## src/rtl/tsa_pkg.sv

```systemverilog
// shared types and constants of the tag slot allocator
package tsa_pkg;

  localparam int DOMAIN_W   = 16;
  localparam int OLD_IDX_W  = 16;
  localparam int NEW_IDX_W  = 10;
  localparam int HWATER_W   = 11;
  localparam int CFG_IDX_W  = 8;
  localparam int CFG_DATA_W = 16;

  // bitmap word geometry
  localparam int WORD_W = 16;
  localparam int WBIT_W = 4;

  localparam logic [CFG_IDX_W-1:0] CFG_MY_DOMAIN = 8'd0;
  localparam logic [CFG_IDX_W-1:0] CFG_PRESERVE  = 8'd1;

  typedef logic [WORD_W-1:0] word_t;

  typedef enum logic [1:0] {
    ST_CLEAR,
    ST_IDLE,
    ST_LOOK,
    ST_DONE
  } state_t;

  // position of the lowest set bit
  function automatic logic [WBIT_W-1:0] first_set(input word_t w);
    logic [WBIT_W-1:0] pos;
    pos = '0;
    for (int i = WORD_W - 1; i >= 0; i--) begin
      if (w[i]) begin
        pos = WBIT_W'(i);
      end
    end
    return pos;
  endfunction

endpackage

```

## src/rtl/tsa_in_if.sv

```systemverilog
// request channel carrying the old tag of an arriving item
interface tsa_in_if;
  logic                           valid;
  logic                           ready;
  logic [tsa_pkg::DOMAIN_W-1:0]   old_domain;
  logic [tsa_pkg::OLD_IDX_W-1:0]  old_index;

  modport source (output valid, old_domain, old_index, input ready);
  modport sink   (input valid, old_domain, old_index, output ready);
endinterface

```

## src/rtl/tsa_out_if.sv

```systemverilog
// result channel carrying the assigned slot
interface tsa_out_if;
  logic                          valid;
  logic                          ready;
  logic [tsa_pkg::NEW_IDX_W-1:0] new_index;
  logic                          remapped;
  logic                          full_res;
  logic [tsa_pkg::HWATER_W-1:0]  high_water;

  modport source (output valid, new_index, remapped, full_res, high_water, input ready);
  modport sink   (input valid, new_index, remapped, full_res, high_water, output ready);
endinterface

```

## src/rtl/tsa_cfg_if.sv

```systemverilog
// configuration write channel
interface tsa_cfg_if;
  logic                            valid;
  logic                            ready;
  logic [tsa_pkg::CFG_IDX_W-1:0]   index;
  logic [tsa_pkg::CFG_DATA_W-1:0]  data;

  modport source (output valid, index, data, input ready);
  modport sink   (input valid, index, data, output ready);
endinterface

```

## src/rtl/tag_slot_allocator.sv

```systemverilog
// next-fit tag slot allocator over a word-wide occupancy bitmap in block ram
//
//   channel  | direction | contents
//   ---------+-----------+-------------------------------------------
//   in_ch    | sink      | old_domain, old_index
//   out_ch   | source    | new_index, remapped, full_res, high_water
//   cfg_ch   | sink      | index (0 my_domain, 1 preserve_tags), data
//
// a kept index reads only its own 16-slot bitmap word; a scan reads words from the one
// at the scan pointer onward, and a local old slot found taken falls back to the scan; a full
// table seen at the scan pointer answers without a bitmap read.
// after reset a clearing pass zeroes all ceil(TAG_SLOTS/16) bitmap words, one per cycle,
// with in_ch not ready; cfg writes are always taken.
// a new request is taken while the previous result waits in the output register.
module tag_slot_allocator #(
  parameter int TAG_SLOTS = 1024
) (
  input  logic        clk,
  input  logic        rst_n,
  tsa_in_if.sink      in_ch,
  tsa_out_if.source   out_ch,
  tsa_cfg_if.sink     cfg_ch
);

  localparam int WORD_W  = tsa_pkg::WORD_W;
  localparam int WBIT_W  = tsa_pkg::WBIT_W;
  localparam int NWORDS  = (TAG_SLOTS + WORD_W - 1) / WORD_W;
  localparam int WADDR_W = (NWORDS > 1) ? $clog2(NWORDS) : 1;
  localparam int PTR_W   = $clog2(TAG_SLOTS + 1);
  localparam logic [WADDR_W-1:0] LAST_WORD = WADDR_W'(NWORDS - 1);
  localparam logic [PTR_W-1:0]   PTR_END   = PTR_W'(TAG_SLOTS);
  localparam tsa_pkg::word_t TAIL_MASK = ((TAG_SLOTS % WORD_W) == 0) ? '1 :
                                         WORD_W'((1 << (TAG_SLOTS % WORD_W)) - 1);

  tsa_pkg::state_t state_r, state_nxt;

  logic [WADDR_W-1:0] clr_r, clr_nxt;
  logic [WADDR_W-1:0] word_r, word_nxt;
  logic [WBIT_W-1:0]  kbit_r, kbit_nxt;
  logic               keep_r, keep_nxt;
  logic [PTR_W-1:0]   scan_ptr_r, scan_ptr_nxt;
  logic [PTR_W-1:0]   high_mark_r, high_mark_nxt;
  logic [tsa_pkg::DOMAIN_W-1:0] my_domain_r, my_domain_nxt;
  logic               preserve_r, preserve_nxt;

  logic [tsa_pkg::NEW_IDX_W-1:0] pend_idx_r, pend_idx_nxt;
  logic               pend_remap_r, pend_remap_nxt;
  logic               pend_full_r, pend_full_nxt;

  logic               out_valid_r, out_valid_nxt;
  logic [tsa_pkg::NEW_IDX_W-1:0] out_idx_r, out_idx_nxt;
  logic               out_remap_r, out_remap_nxt;
  logic               out_full_r, out_full_nxt;
  logic [tsa_pkg::HWATER_W-1:0]  out_hw_r, out_hw_nxt;

  // bitmap memory
  tsa_pkg::word_t     mem [NWORDS];
  tsa_pkg::word_t     rd_data_r;
  logic [WADDR_W-1:0] rd_addr;
  logic               wr_en;
  logic [WADDR_W-1:0] wr_addr;
  tsa_pkg::word_t     wr_data;

  logic [31:0]        ptr_ext, idx_ext, chosen_ext, hm_ext;
  logic [WADDR_W-1:0] ptr_word, idx_word;
  logic               ptr_end, eligible, in_acc;
  tsa_pkg::word_t     free_w;
  logic [WBIT_W-1:0]  free_bit;
  logic [PTR_W-1:0]   chosen, chosen_p1;

  always_ff @(posedge clk) begin
    if (wr_en) begin
      mem[wr_addr] <= wr_data;
    end
    rd_data_r <= mem[rd_addr];
  end

  assign ptr_ext  = 32'(scan_ptr_r);
  assign idx_ext  = 32'(in_ch.old_index);
  assign hm_ext   = 32'(high_mark_r);
  assign ptr_word = ptr_ext[WADDR_W+WBIT_W-1:WBIT_W];
  assign idx_word = idx_ext[WADDR_W+WBIT_W-1:WBIT_W];
  assign ptr_end  = (scan_ptr_r == PTR_END);
  assign eligible = (in_ch.old_domain == my_domain_r) && preserve_r &&
                    ({1'b0, in_ch.old_index} < 17'(TAG_SLOTS));
  assign in_acc   = in_ch.valid && in_ch.ready;

  // slots below the scan pointer are always used, so only the table tail is masked
  assign free_w    = ~rd_data_r & ((word_r == LAST_WORD) ? TAIL_MASK : '1);
  assign free_bit  = tsa_pkg::first_set(free_w);
  assign chosen    = PTR_W'({word_r, keep_r ? kbit_r : free_bit});
  assign chosen_p1 = chosen + PTR_W'(1);
  assign chosen_ext = 32'(chosen);

  assign in_ch.ready       = (state_r == tsa_pkg::ST_IDLE);
  assign cfg_ch.ready      = 1'b1;
  assign out_ch.valid      = out_valid_r;
  assign out_ch.new_index  = out_idx_r;
  assign out_ch.remapped   = out_remap_r;
  assign out_ch.full_res   = out_full_r;
  assign out_ch.high_water = out_hw_r;

  always_comb begin
    state_nxt      = state_r;
    clr_nxt        = clr_r;
    word_nxt       = word_r;
    kbit_nxt       = kbit_r;
    keep_nxt       = keep_r;
    scan_ptr_nxt   = scan_ptr_r;
    high_mark_nxt  = high_mark_r;
    my_domain_nxt  = my_domain_r;
    preserve_nxt   = preserve_r;
    pend_idx_nxt   = pend_idx_r;
    pend_remap_nxt = pend_remap_r;
    pend_full_nxt  = pend_full_r;
    out_valid_nxt  = out_valid_r;
    out_idx_nxt    = out_idx_r;
    out_remap_nxt  = out_remap_r;
    out_full_nxt   = out_full_r;
    out_hw_nxt     = out_hw_r;
    rd_addr        = word_r;
    wr_en          = 1'b0;
    wr_addr        = word_r;
    wr_data        = rd_data_r;

    if (cfg_ch.valid) begin
      case (cfg_ch.index)
        tsa_pkg::CFG_MY_DOMAIN: my_domain_nxt = cfg_ch.data[tsa_pkg::DOMAIN_W-1:0];
        tsa_pkg::CFG_PRESERVE:  preserve_nxt  = cfg_ch.data[0];
        default: ;
      endcase
    end

    if (out_valid_r && out_ch.ready) begin
      out_valid_nxt = 1'b0;
    end

    case (state_r)
      tsa_pkg::ST_CLEAR: begin
        wr_en   = 1'b1;
        wr_addr = clr_r;
        wr_data = '0;
        clr_nxt = clr_r + WADDR_W'(1);
        if (clr_r == LAST_WORD) begin
          state_nxt = tsa_pkg::ST_IDLE;
        end
      end
      tsa_pkg::ST_IDLE: begin
        if (in_acc) begin
          pend_idx_nxt   = '0;
          pend_remap_nxt = 1'b0;
          pend_full_nxt  = 1'b0;
          if (eligible) begin
            word_nxt  = idx_word;
            kbit_nxt  = idx_ext[WBIT_W-1:0];
            keep_nxt  = 1'b1;
            rd_addr   = idx_word;
            state_nxt = tsa_pkg::ST_LOOK;
          end else if (ptr_end) begin
            pend_full_nxt = 1'b1;
            state_nxt     = tsa_pkg::ST_DONE;
          end else begin
            word_nxt  = ptr_word;
            keep_nxt  = 1'b0;
            rd_addr   = ptr_word;
            state_nxt = tsa_pkg::ST_LOOK;
          end
        end
      end
      tsa_pkg::ST_LOOK: begin
        if (keep_r ? !rd_data_r[kbit_r] : (free_w != '0)) begin
          // claim the slot
          wr_en        = 1'b1;
          wr_addr      = word_r;
          wr_data      = rd_data_r | (tsa_pkg::word_t'(1) << (keep_r ? kbit_r : free_bit));
          pend_idx_nxt = chosen_ext[tsa_pkg::NEW_IDX_W-1:0];
          pend_remap_nxt = !keep_r;
          if (chosen_p1 > high_mark_r) begin
            high_mark_nxt = chosen_p1;
          end
          if (!keep_r) begin
            scan_ptr_nxt = chosen_p1;
          end
          state_nxt = tsa_pkg::ST_DONE;
        end else if (keep_r) begin
          // old slot taken, fall back to the scan
          if (ptr_end) begin
            pend_full_nxt = 1'b1;
            state_nxt     = tsa_pkg::ST_DONE;
          end else begin
            word_nxt = ptr_word;
            keep_nxt = 1'b0;
            rd_addr  = ptr_word;
          end
        end else if (word_r == LAST_WORD) begin
          pend_full_nxt = 1'b1;
          state_nxt     = tsa_pkg::ST_DONE;
        end else begin
          word_nxt = word_r + WADDR_W'(1);
          rd_addr  = word_r + WADDR_W'(1);
        end
      end
      tsa_pkg::ST_DONE: begin
        if (!out_valid_r || out_ch.ready) begin
          out_valid_nxt = 1'b1;
          out_idx_nxt   = pend_idx_r;
          out_remap_nxt = pend_remap_r;
          out_full_nxt  = pend_full_r;
          out_hw_nxt    = hm_ext[tsa_pkg::HWATER_W-1:0];
          state_nxt     = tsa_pkg::ST_IDLE;
        end
      end
      default: begin
        state_nxt = tsa_pkg::ST_IDLE;
      end
    endcase
  end

  always_ff @(posedge clk) begin
    if (!rst_n) begin
      state_r     <= tsa_pkg::ST_CLEAR;
      clr_r       <= '0;
      scan_ptr_r  <= '0;
      high_mark_r <= '0;
      my_domain_r <= '0;
      preserve_r  <= 1'b1;
      out_valid_r <= 1'b0;
    end else begin
      state_r     <= state_nxt;
      clr_r       <= clr_nxt;
      scan_ptr_r  <= scan_ptr_nxt;
      high_mark_r <= high_mark_nxt;
      my_domain_r <= my_domain_nxt;
      preserve_r  <= preserve_nxt;
      out_valid_r <= out_valid_nxt;
    end
  end

  always_ff @(posedge clk) begin
    word_r       <= word_nxt;
    kbit_r       <= kbit_nxt;
    keep_r       <= keep_nxt;
    pend_idx_r   <= pend_idx_nxt;
    pend_remap_r <= pend_remap_nxt;
    pend_full_r  <= pend_full_nxt;
    out_idx_r    <= out_idx_nxt;
    out_remap_r  <= out_remap_nxt;
    out_full_r   <= out_full_nxt;
    out_hw_r     <= out_hw_nxt;
  end

endmodule

```

## src/flat_wrapper.sv

```systemverilog
// flat-port wrapper written by rule: the top's interface ports become plain ports
module tag_slot_allocator_flat 
#(
  parameter int TAG_SLOTS = 1024
)
  (clk, rst_n, in_ch_valid, in_ch_old_domain, in_ch_old_index, in_ch_ready, out_ch_valid, out_ch_new_index, out_ch_remapped, out_ch_full_res, out_ch_high_water, out_ch_ready, cfg_ch_valid, cfg_ch_index, cfg_ch_data, cfg_ch_ready);
  tsa_in_if in_ch_i ();
  tsa_out_if out_ch_i ();
  tsa_cfg_if cfg_ch_i ();
  input  logic clk;
  input  logic rst_n;
  input wire logic [$bits(in_ch_i.valid)-1:0] in_ch_valid;
  input wire logic [$bits(in_ch_i.old_domain)-1:0] in_ch_old_domain;
  input wire logic [$bits(in_ch_i.old_index)-1:0] in_ch_old_index;
  output wire logic [$bits(in_ch_i.ready)-1:0] in_ch_ready;
  output wire logic [$bits(out_ch_i.valid)-1:0] out_ch_valid;
  output wire logic [$bits(out_ch_i.new_index)-1:0] out_ch_new_index;
  output wire logic [$bits(out_ch_i.remapped)-1:0] out_ch_remapped;
  output wire logic [$bits(out_ch_i.full_res)-1:0] out_ch_full_res;
  output wire logic [$bits(out_ch_i.high_water)-1:0] out_ch_high_water;
  input wire logic [$bits(out_ch_i.ready)-1:0] out_ch_ready;
  input wire logic [$bits(cfg_ch_i.valid)-1:0] cfg_ch_valid;
  input wire logic [$bits(cfg_ch_i.index)-1:0] cfg_ch_index;
  input wire logic [$bits(cfg_ch_i.data)-1:0] cfg_ch_data;
  output wire logic [$bits(cfg_ch_i.ready)-1:0] cfg_ch_ready;
  assign in_ch_i.valid = in_ch_valid;
  assign in_ch_i.old_domain = in_ch_old_domain;
  assign in_ch_i.old_index = in_ch_old_index;
  assign in_ch_ready = in_ch_i.ready;
  assign out_ch_valid = out_ch_i.valid;
  assign out_ch_new_index = out_ch_i.new_index;
  assign out_ch_remapped = out_ch_i.remapped;
  assign out_ch_full_res = out_ch_i.full_res;
  assign out_ch_high_water = out_ch_i.high_water;
  assign out_ch_i.ready = out_ch_ready;
  assign cfg_ch_i.valid = cfg_ch_valid;
  assign cfg_ch_i.index = cfg_ch_index;
  assign cfg_ch_i.data = cfg_ch_data;
  assign cfg_ch_ready = cfg_ch_i.ready;
  tag_slot_allocator #(.TAG_SLOTS(TAG_SLOTS)) u_core (.clk(clk), .rst_n(rst_n), .in_ch(in_ch_i), .out_ch(out_ch_i), .cfg_ch(cfg_ch_i));
endmodule
```

## config.mk

```make
export PLATFORM = sky130hd
export DESIGN_NAME = tag_slot_allocator_flat
export DESIGN_NICKNAME = d
export VERILOG_FILES = /design/src/rtl/tsa_pkg.sv /design/src/rtl/tsa_in_if.sv /design/src/rtl/tsa_out_if.sv /design/src/rtl/tsa_cfg_if.sv /design/src/rtl/tag_slot_allocator.sv /design/src/flat_wrapper.sv
export SDC_FILE = /design/constraint.sdc
export NUM_CORES = 1
export LEC_CHECK = 0
export BUFFER_PORTS_ARGS = -buffer_cell sky130_fd_sc_hd__buf_2
export CAP_MARGIN = 20
export CORE_UTILIZATION = 25
export DETAILED_ROUTE_END_ITERATION = 12
export PLACE_DENSITY = 0.48
export SETUP_SLACK_MARGIN = 0.5
export SLEW_MARGIN = 30
export SYNTH_ARGS = -nofsm -noshare
export SYNTH_HDL_FRONTEND = slang
export SYNTH_SLANG_ARGS = --single-unit
```

## constraint.sdc

```tcl
create_clock -name clk -period 5.8 [get_ports clk]
set_input_delay 0.87 -clock clk [delete_from_list [all_inputs] [get_ports clk]]
set_output_delay 0.87 -clock clk [all_outputs]
set_load 0.01 [all_outputs]
```

==> impl_metrics.json <==
{
  "outcome": "finished clean",
  "track_usage": 0.140,
  "stdcell_area_sq_um": 53700,
  "maxCapViolCount": 0,
  "drtPass1Iterations": 6,
  "via_per_inst": 4.77,
  "die-width_microns": 430,
  "pre_cts_slack_ns": 0.540,
  "ys.flop_type": "edfxtp_1",
  "dr.max_layer_used": "met5",
  "hold_class": "input port to flop",
  "synth_nets": 3369,
  "post-dp-hpwl_microns": 79300,
  "layout-drive-gt1-share": 0.138,
  "portBuffers": 85,
  "slew_violations": 0,
  "slew_headroom": 0.342,
  "yosysWarningCount": 0,
  "clock_power_share": 0.320,
  "final_common_cell": "edfxtp_1",
  "sequentialPowerShare": 0.434,
  "wl_per_cell_microns": 22.4,
  "fmax_mhz": 193,
  "rsz0062_at_grt": "no",
  "cts.sinks": 1134,
  "gp_congestion": 0.837,
  "worstPathMaxFanout": 76,
  "synth_top_area_frac": 0.699,
  "cts_buffer_depth": 3,
  "clk_pin_slew_worst_paths_ns": 0.06,
  "startpoint_type": "flop",
  "antenna_found_initial": 5,
  "ys_ff_latch": 1134,
  "core_sq_um": 181000,
  "wl_met3_microns": 7960,
  "postRouteAntennaNets": 0,
  "final_cell_mix": "edfxtp_1, nand2_1, mux2i_1",
  "multi_input_area_sq_um": 11400,
  "h-tree-depth": 3,
  "peakVddDrop_mv": 0.284,
  "cp.required_ns": 6.42,
  "cts_made_buffers": 118,
  "vias": 28300,
  "grt_pass1_wl_microns": 192000,
  "power_density_nw_per_um2": 436,
  "grt_start_max_net_pins": 98,
  "fillCellCount": 18200,
  "fp.dieH_microns": 430,
  "netSwitchingFraction": 0.316,
  "synth.area.top_cells": "edfxtp_1, nand2_1, mux2i_1",
  "setup_ws_ns": 0.631,
  "routed_wl_microns": 133000,
  "path_class": "flop to flop",
  "clk_latency_ns": 0.75,
  "hold_violations": 0,
  "grt_pass1_vias": 27200,
  "grt.overflow.total": 0,
  "ys_seq_area_frac": 0.730,
  "cts_tree": "done",
  "finalSetupTns_ns": 0,
  "synth_edf_count": 1064,
  "die_area_sq_um": 184000,
  "synth.largest_area_cell": "edfxtp_1",
  "hold_slack_ns": 0.298,
  "tightest_slew_ns": 0.988,
  "power.switching_w": 0.00741,
  "combPwrFrac": 0.246,
  "cts-root-buf": "clkbuf_16",
  "finalCriticalPeriod_ns": 5.17,
  "internal-power_w": 0.0160,
  "wl_met2_microns": 62100,
  "drt_iter0_markers": 2700,
  "initial_core_util": 0.252,
  "syn_area_sq_um": 45700,
  "cp.arrival_ns": 5.79,
  "synth_cell_type_count": 67,
  "endpoint_kind": "flop",
  "ios": 87,
  "drcViolationCount": 0,
  "area_growth_pct": 17.5,
  "finalSetupViolations": 0,
  "synthCells": 3285,
  "finish.utilization": 0.296,
  "wl_met1_microns": 59900,
  "layout.nets": 3542,
  "ff_latch_area_sq_um": 33400,
  "placed_cell_area_sq_um": 49800,
  "async_reset_ff_frac": 0,
  "leakagePower_nw": 18.8,
  "period_share": 0.891,
  "synth_area_per_cell_sq_um": 13.9,
  "worst_clock_skew_ns": 0.0325,
  "num_rows": 156
}
Yosys cell counts (21+ instances only):
cell	instances
nor2_1	136
a311oi_1	91
buf_1	24
edfxtp_1	1064
buf_2	69
o21ai_0	68
nand3_1	127
clkbuf_1	95
a31oi_1	50
mux2i_1	161
and3_1	113
inv_1	36
a211oi_1	21
nand2_1	711
mux4_2	23
o22ai_1	95
dfxtp_1	70
a21oi_1	84
ha_1	23
what timing repair did:
item | CTS | global route
endpoints found under the setup margin | 0 | 14
buffers inserted | 0 | 2
hold buffers | 0 | 0
gates resized for setup | 0 | 7
hold endpoints to repair | 0 | 0
layout make-up:
cell class | count | area share
flip-flops and latches | 1134 | 0.621
repair buffers | 254 | 0.0365
diodes | 3 | 0.000140
multi-input cells | 1911 | 0.213
clock buffers | 156 | 0.0605
clock inverters | 65 | 0.0106
well taps | 2370 | 0.0552
inverters | 39 | 0.00296
per-layer routing:
layer  vias to the layer above  GRT usage
met4                         2     0.0400
met5                         -          0
met3                       166     0.0208
li1                      12800          -
met1                     14400      0.196
met2                       940      0.225
registers in the layout, summed over array words and instances, names as in the netlist, 10 cells and up:
signal                    flops
u_core.mem                 1024
u_core.my_domain_r           16
u_core.rd_data_r             16
u_core.high_mark_r           11
u_core.out_ch.high_water     11
u_core.scan_ptr_r            11
u_core.out_ch.new_index      10
u_core.pend_idx_r            10
critical path, cell delays in order, from the launching register on:
cell	delay, ns
edfxtp_1	0.51
mux4_1	0.60
mux4_2	0.55
a22o_1	0.35
o211ai_1	0.15
and4b_4	0.64
buf_12	0.38
mux2i_1	0.24
o22ai_1	0.09
o21ai_0	0.49
o2111ai_1	0.45
or3_1	0.49
logic make-up after synthesis:
logic type,after synthesis,share of synthesized area
XOR/XNOR,28,0.00537
buffers and inverters,240,0.0234
multiplexers,189,0.0488
adder cells (fa/ha/maj),23,0.00630
other,1,0.0000821
AO/OA/AOI/OAI,502,0.0757
flip-flops,1134,0.730
AND/OR/NAND/NOR,1168,0.110
power by group through the flow:
stage	Clock (W)	Combinational (W)	Sequential [W]
floorplan	0	0.00350	0.0102
global placement	0	0.00575	0.0103
detailed placement	0	0.00578	0.0103
CTS	0.00764	0.00579	0.0101
global route	0.00792	0.00623	0.0102
finish	0.00749	0.00576	0.0102
worst paths after layout:
kind,startpoint,to,slack (ns),depth (start not counted)
worst max-delay path,u_core.kbit_r[0],u_core.rd_data_r[12],0.63,11
worst min-delay path,in_ch_old_index[0],u_core.kbit_r[0],0.30,1
worst max register to register,u_core.kbit_r[0],u_core.rd_data_r[12],0.63,11
worst min register to register,u_core.pend_remap_r,u_core.out_ch.remapped,0.42,0
metrics by stage:
step | power, W | instances
global route | 0.0243 | 5929
detailed placement | 0.0161 | 5706
floorplan | 0.0137 | 3285
CTS | 0.0236 | 5927
finish | 0.0234 | 5932
global placement | 0.0161 | 5706
Note: power is estimated with default switching activity, not from simulation.
